==> config.mk <==
export PLATFORM = sky130hd
export DESIGN_NAME = spmc_ctrl
export DESIGN_NICKNAME = d
export VERILOG_FILES = /design/src/design/spmc_pkg.sv /design/src/design/spmc_ctrl.sv
export SDC_FILE = /design/constraint.sdc
export NUM_CORES = 1
export LEC_CHECK = 0
export ABC_CLOCK_PERIOD_IN_PS = 1700
export BUFFER_PORTS_ARGS = -buffer_cell sky130_fd_sc_hd__buf_2
export CAP_MARGIN = 20
export CORE_AREA = 2 2 39 41
export CTS_CLUSTER_SIZE = 14
export DETAILED_ROUTE_END_ITERATION = 10
export DIE_AREA = 0 0 41 43
export GPL_ROUTABILITY_DRIVEN = 1
export PLACE_DENSITY = 0.42
export SETUP_SLACK_MARGIN = 0.15
export SLEW_MARGIN = 5
export SYNTH_ARGS = -nofsm -noshare
export SYNTH_HDL_FRONTEND = slang
export SYNTH_SLANG_ARGS = --single-unit
export TNS_END_PERCENT = 50
==> constraint.sdc <==
create_clock -name clk -period 1.7 [get_ports clk]
set_input_delay 0.34 -clock clk [delete_from_list [all_inputs] [get_ports clk]]
set_output_delay 0.34 -clock clk [all_outputs]
set_load 0.03 [all_outputs]
==> src/design/spmc_pkg.sv <==
package spmc_pkg;

  localparam int WORD_W = 64;
  localparam int SIG_W = 7;
  localparam int NUM_SIGNALS_DEF = 64;

  localparam logic [2:0] KIND_SET_ACTION = 3'd0;
  localparam logic [2:0] KIND_CHANGE_MASK = 3'd1;
  localparam logic [2:0] KIND_RAISE = 3'd2;
  localparam logic [2:0] KIND_TAKE = 3'd3;
  localparam logic [2:0] KIND_RESTORE = 3'd4;

  localparam logic [1:0] HOW_BLOCK = 2'd0;
  localparam logic [1:0] HOW_UNBLOCK = 2'd1;
  localparam logic [1:0] HOW_SET = 2'd2;
  localparam logic [1:0] HOW_INVALID = 2'd3;

  localparam logic [1:0] DISP_DEFAULT = 2'd0;
  localparam logic [1:0] DISP_IGNORE = 2'd1;
  localparam logic [1:0] DISP_HANDLER = 2'd2;
  localparam logic [1:0] DISP_RESERVED = 2'd3;

  localparam logic STATUS_OK = 1'b0;
  localparam logic STATUS_INVAL = 1'b1;

  localparam logic [SIG_W-1:0] SIG_KILL = 7'd9;
  localparam logic [SIG_W-1:0] SIG_STOP = 7'd19;
  localparam logic [SIG_W-1:0] SIG_CHILD = 7'd17;
  localparam logic [SIG_W-1:0] SIG_CONT = 7'd18;
  localparam logic [SIG_W-1:0] SIG_URG = 7'd23;
  localparam logic [SIG_W-1:0] SIG_WINCH = 7'd28;

  localparam logic [WORD_W-1:0] UNBLOCKABLE =
    (WORD_W'(1) << (SIG_KILL - 7'd1)) | (WORD_W'(1) << (SIG_STOP - 7'd1));

  typedef struct packed {
    logic [2:0]        kind;
    logic [SIG_W-1:0]  signal;
    logic [1:0]        how;
    logic              carries_new_value;
    logic [WORD_W-1:0] mask_value;
    logic [1:0]        disposition;
    logic              flag_nodefer;
    logic              flag_resethand;
    logic              flag_restart;
  } spmc_in_t;

  typedef struct packed {
    logic              status;
    logic [WORD_W-1:0] old_blocked;
    logic [SIG_W-1:0]  delivered_signal;
    logic              any_deliverable;
    logic [1:0]        old_disposition;
    logic [WORD_W-1:0] old_action_mask;
    logic              old_nodefer;
    logic              old_resethand;
    logic              old_restart;
    logic              wants_restart;
  } spmc_out_t;

  typedef struct packed {
    logic [WORD_W-1:0] mask;
    logic              restart;
    logic              resethand;
    logic              nodefer;
    logic [1:0]        disp;
  } spmc_act_t;

  typedef struct packed {
    logic load;
    logic read;
    logic exec;
    logic publish;
  } spmc_cmd_t;

  typedef struct packed {
    logic take;
    logic ready_any;
    logic skip;
  } spmc_stat_t;

endpackage

==> src/design/spmc_ctrl.sv <==
module spmc_ctrl (
  input  logic                clk,
  input  logic                rst,
  input  logic                req_valid,
  output logic                req_ready,
  output logic                rsp_valid,
  input  logic                rsp_ready,
  input  spmc_pkg::spmc_stat_t stat,
  output spmc_pkg::spmc_cmd_t  cmd
);
  import spmc_pkg::*;

  typedef enum logic [3:0] {
    ST_IDLE = 4'b0001,
    ST_READ = 4'b0010,
    ST_EXEC = 4'b0100,
    ST_DONE = 4'b1000
  } state_t;

  state_t state;
  state_t state_next;
  logic   rsp_valid_next;

  assign req_ready = (state == ST_IDLE);

  always_comb begin
    cmd.load = (state == ST_IDLE) && req_valid;
    cmd.read = (state == ST_READ);
    cmd.exec = (state == ST_EXEC);
    cmd.publish = (state == ST_DONE) && (!rsp_valid || rsp_ready);
  end

  always_comb begin
    state_next = state;
    case (state)
      ST_IDLE: begin
        if (req_valid) state_next = ST_READ;
      end
      ST_READ: begin
        if (stat.take && !stat.ready_any) state_next = ST_DONE;
        else state_next = ST_EXEC;
      end
      ST_EXEC: begin
        if (stat.take && stat.skip) state_next = ST_READ;
        else state_next = ST_DONE;
      end
      ST_DONE: begin
        if (!rsp_valid || rsp_ready) state_next = ST_IDLE;
      end
      default: state_next = ST_IDLE;
    endcase
  end

  always_comb begin
    rsp_valid_next = rsp_valid;
    if (cmd.publish) rsp_valid_next = 1'b1;
    else if (rsp_ready) rsp_valid_next = 1'b0;
  end

  always_ff @(posedge clk) begin
    if (rst) begin
      state <= ST_IDLE;
      rsp_valid <= 1'b0;
    end else begin
      state <= state_next;
      rsp_valid <= rsp_valid_next;
    end
  end

  a_accept_reads: assert property (@(posedge clk) disable iff (rst)
    req_valid && req_ready |=> state == ST_READ)
    else $error("accepted beat did not start a table read");

  a_publish_valid: assert property (@(posedge clk) disable iff (rst)
    cmd.publish |=> rsp_valid)
    else $error("published result not presented");

  a_done_holds: assert property (@(posedge clk) disable iff (rst)
    state == ST_DONE && rsp_valid && !rsp_ready |=> state == ST_DONE)
    else $error("result finished while output register was still occupied");

endmodule

## Word level (Yosys, flattened, before mapping)

Index checks and enable logic that the tools add are counted.

| word-level totals | value |
|---|---|
| flip-flop bits (word level) | 5 |
| output and inout bits | 6 |

| cells by class | value |
|---|---|
| equality and inequality tests | 6 |
| muxes and demuxes | 7 |
| reduce and logical (&&, ||, !) cells | 9 |

Operators by type and width:

| kind | number |
|---|---|
| $mux W4 | 4 |
| $pmux W4 S4 | 1 |
| $eq A4 B1 Y1 const B | 1 |
| $eq A4 B2 Y1 const B | 1 |
| $eq A4 B3 Y1 const B | 1 |
| $eq A4 B4 Y1 const B | 1 |
| $logic_and A1 B1 Y1 | 4 |
| $logic_not A1 Y1 | 2 |
| $mux W1 | 2 |
| $ne A2 B1 Y1 const B | 1 |
| $ne A2 B2 Y1 const B | 1 |
| $reduce_and A2 Y1 | 1 |
| $reduce_bool A2 Y1 | 1 |
| $logic_or A1 B1 Y1 | 1 |

## Longest topological paths before layout

| depth | value |
|---|---|
| word-level depth | 4 |
| mapped depth | 3 |
| gate-level depth less buffers | 3 |

## Least setup slack after synthesis

OpenSTA, ideal clock, no wires.

| timing path | value |
|---|---|
| path kind | register to output |
| from | register state[3] |
| to | output cmd[3] (netlist bit) |
| arrival time | 1,951 ps |
| path slack | -591 ps |
| stages on the path, launching flop included | 4 |
| cells stage by stage | dfxtp_1 nor4b_1 nand2_1 inv_1 |

RTL lines:

| element | RTL line | RTL |
|---|---|---|
| from (decl) | spmc_ctrl.sv:20 | `state_t state;` |
| from (signal assigned) | spmc_ctrl.sv:65 | `state <= state_next;` |
| to (decl) | spmc_ctrl.sv:9 | `output spmc_pkg::spmc_cmd_t cmd` |

==> out/metrics.cfg <==
[place]
io_buffers=12
dp_hpwl_um=477.3
place_area_um2=374.1
routabilityCongestion=0.6194

[synthesis]
syn_avg_cell_area_um2=9.361
muxShareOfSynthArea_pct=0
syn_nets=34
syn-cell-area_um2=252.7
synth_top_area_share_pct=39.60
synth_top_area_cell=dfxtp_1
yosysWarnings=0
post_synth_xor_area_fraction_pct=3.465
synth_compound_area_share_pct=13.37
ys_types=18
ys_seq_area_share_pct=39.60
yosys-top-cells-area=dfxtp_1 40%, nor4b_1 14%, or4b_4 5.4%
synthAdderAreaFrac_pct=0
synth_top_family_by_area=simple AND/OR/NAND/NOR gates
syn_inst=27
synth-seq-cells=5
yosys.area_share.simple_pct=39.11

[floorplan]
ioPinCount=13
die_height_um=43
placementRows=14
dieWidth_um=41
core_region_area_mm2=0.001384
initial_core_util_pct=18.26
die-area_mm2=0.001763

[setup_path]
reg2reg_from=state[3]
slowest_delay_ns=0.52
required_ns=1.36
crit_path_start=state[2]
crit_path_end_kind=output port
slowest_stage=or4b_4
critPathMaxFanout=2
cp_cell_sequence=or4b_4, and2b_2, buf_6
critical_path_class=flip-flop to output port
critPathLaunchType=flip-flop
rrSetupSlack_ns=0.08
arrival_ns=1.42
ff2ff_path_depth=8
reg2reg_to=state[0]

[finish]
final_common_cell=buf_4
nets=61
final_cell_mix=11 x buf_4, 7 x buf_2, 5 x buf_6
antennaDiodeCount=0
finalInstanceArea_um2=518.0
layout-area-overhead-vs-synth_pct=105.0
nFillCells=143
drive_gt1_share_pct=64.15

[clock_tree]
insertion_delay_ns=0.24
clock-sinks=5
clockBufferDepth=2
cts_tree=done
cts_buffers=3
clk_pin_slew_worst_paths_ns=0.05
h-tree-depth=1
cts-root-buf=clkbuf_4
hold_buffers=0

[timing]
slew_headroom_pct=83.56
finClkSkew_ns=0.005359
setup_violations=1
tightest_slew_ns=0.2431
rsz0062_at_grt=yes
hold_violations=0
layout_setup_ws_ns=-0.05880
max_freq_ghz=0.5686
drv_slew=0
period_minus_slack_ns=1.759
period_share_pct=103.5

[drt]
wl_met2_um=354
routedWlPerCell_um=10.14
drt-initial-drc-count=1
drc=0
via_per_inst=4.304
dr.pass1.iters=4
dr_wl_met3_um=41
wl_met1_um=296
drt_wl_total_um=700
detail-route-antenna-nets=0
top_layer=met4
vias=297

[min_path]
hold_path_class=primary input to flip-flop
min_to=state[1]
holdPathStages=2
hp-start=rst

[power]
peakVddDrop_mv=0.2977
comb_power_share_pct=23.5
p_switching_uw=87.99
clkPwrFrac_pct=40.2
cellLeakagePower_nw=0.2238
powerDensity_mw_per_mm2=662.7
swShare_pct=25.63
power_uw=343.3
seqPwrFrac_pct=36.4
p_int_uw=255.3

[grt]
grt_use_total_pct=10.03
grt_pass1_vias=242
antenna_found_initial=0
overflow=0
grt_pass1_wl_um=1007
grt_max_degree=6

[run_status]
status=finished, violations left
violations=setup timing

[job]
max_cap_violations=0

worst max path at each step:
| stage | end |
|---|---|
| 2_1_floorplan | cmd[3] |
| 3_3_place_gp | cmd[0] |
| 3_5_place_dp | cmd[0] |
| 4_1_cts | cmd[0] |
| 5_1_grt | cmd[0] |
| 6_report | cmd[0] |
synth_stat cells, drive strengths merged:
| cell | count |
|---|---|
| nor4b | 4 |
| or4b | 1 |
| dfxtp | 5 |
| xnor2 | 1 |
| inv | 1 |
| nor2b | 1 |
| or2 | 1 |
| nand2 | 2 |
| or3 | 1 |
| nand3 | 1 |
| a22oi | 1 |
| a211oi | 1 |
| nand2b | 1 |
| a21oi | 2 |
| nor2 | 1 |
| and2b | 1 |
| buf | 1 |
| a31o | 1 |
state kept, by name, summed over array words and instances, names as in the netlist:
signal     count
state          4
rsp_valid      1
power groups by stage:
stage / combinational [mW] / sequential, mW / clock, mW
after floorplan: 0.0269 / 0.129 / 0
after global placement: 0.0520 / 0.126 / 0
after detailed placement: 0.0521 / 0.126 / 0
after CTS: 0.0755 / 0.124 / 0.147
after global routing: 0.0874 / 0.125 / 0.158
final: 0.0805 / 0.125 / 0.138
layer usage:
layer  track usage [%]  up-vias
li1                  -      151
met1             10.90      132
met2             11.25       12
met3             6.283        2
met4             12.00        0
met5                 0        -
area by class of cell:
type	count	area (um^2)	area share (%)
Sequential cell	5	102.6	19.81
Clock buffer	4	26.28	5.072
Timing Repair Buffer	23	173.9	33.57
Inverter	1	3.754	0.7246
Multi-Input combinational cell	20	191.4	36.96
Tap cell	16	20.02	3.865
kinds of logic after synthesis:
logic type                after synthesis
and+or+nand+nor                        14
DFF                                     5
AOI/OAI and AO/OA                       5
xor gates and xnor gates                1
buffers and inverters                   2
worst max-delay path, delay by kind of cell, from the launching register on:
kind                   cells  cell delay, ns
buffers and inverters      1            0.12
and+or+nand+nor            2            0.75
DFF                        1            0.30
through the flow:
stage               setup WS [ns]  hold WS, ns  instances  utilization [%]  setup TNS (ns)
detailed placement         0.1299       0.5337         58            27.03               0
floorplan                 -0.1161       0.4091         27                -         -0.1161
finish                   -0.05880       0.3149         69            37.43        -0.05880
CTS                      -0.08040       0.3030         67            34.18        -0.08199
global placement           0.1359       0.5407         58            27.03               0
global route              -0.1028       0.3045         69            37.43         -0.1566
timing repair:
action,in CTS,in global routing
buffers inserted,5,2
pin swaps,3,5
endpoints found under the setup margin,5,7
resized for setup,10,6
(Power assumes the default switching activity.)
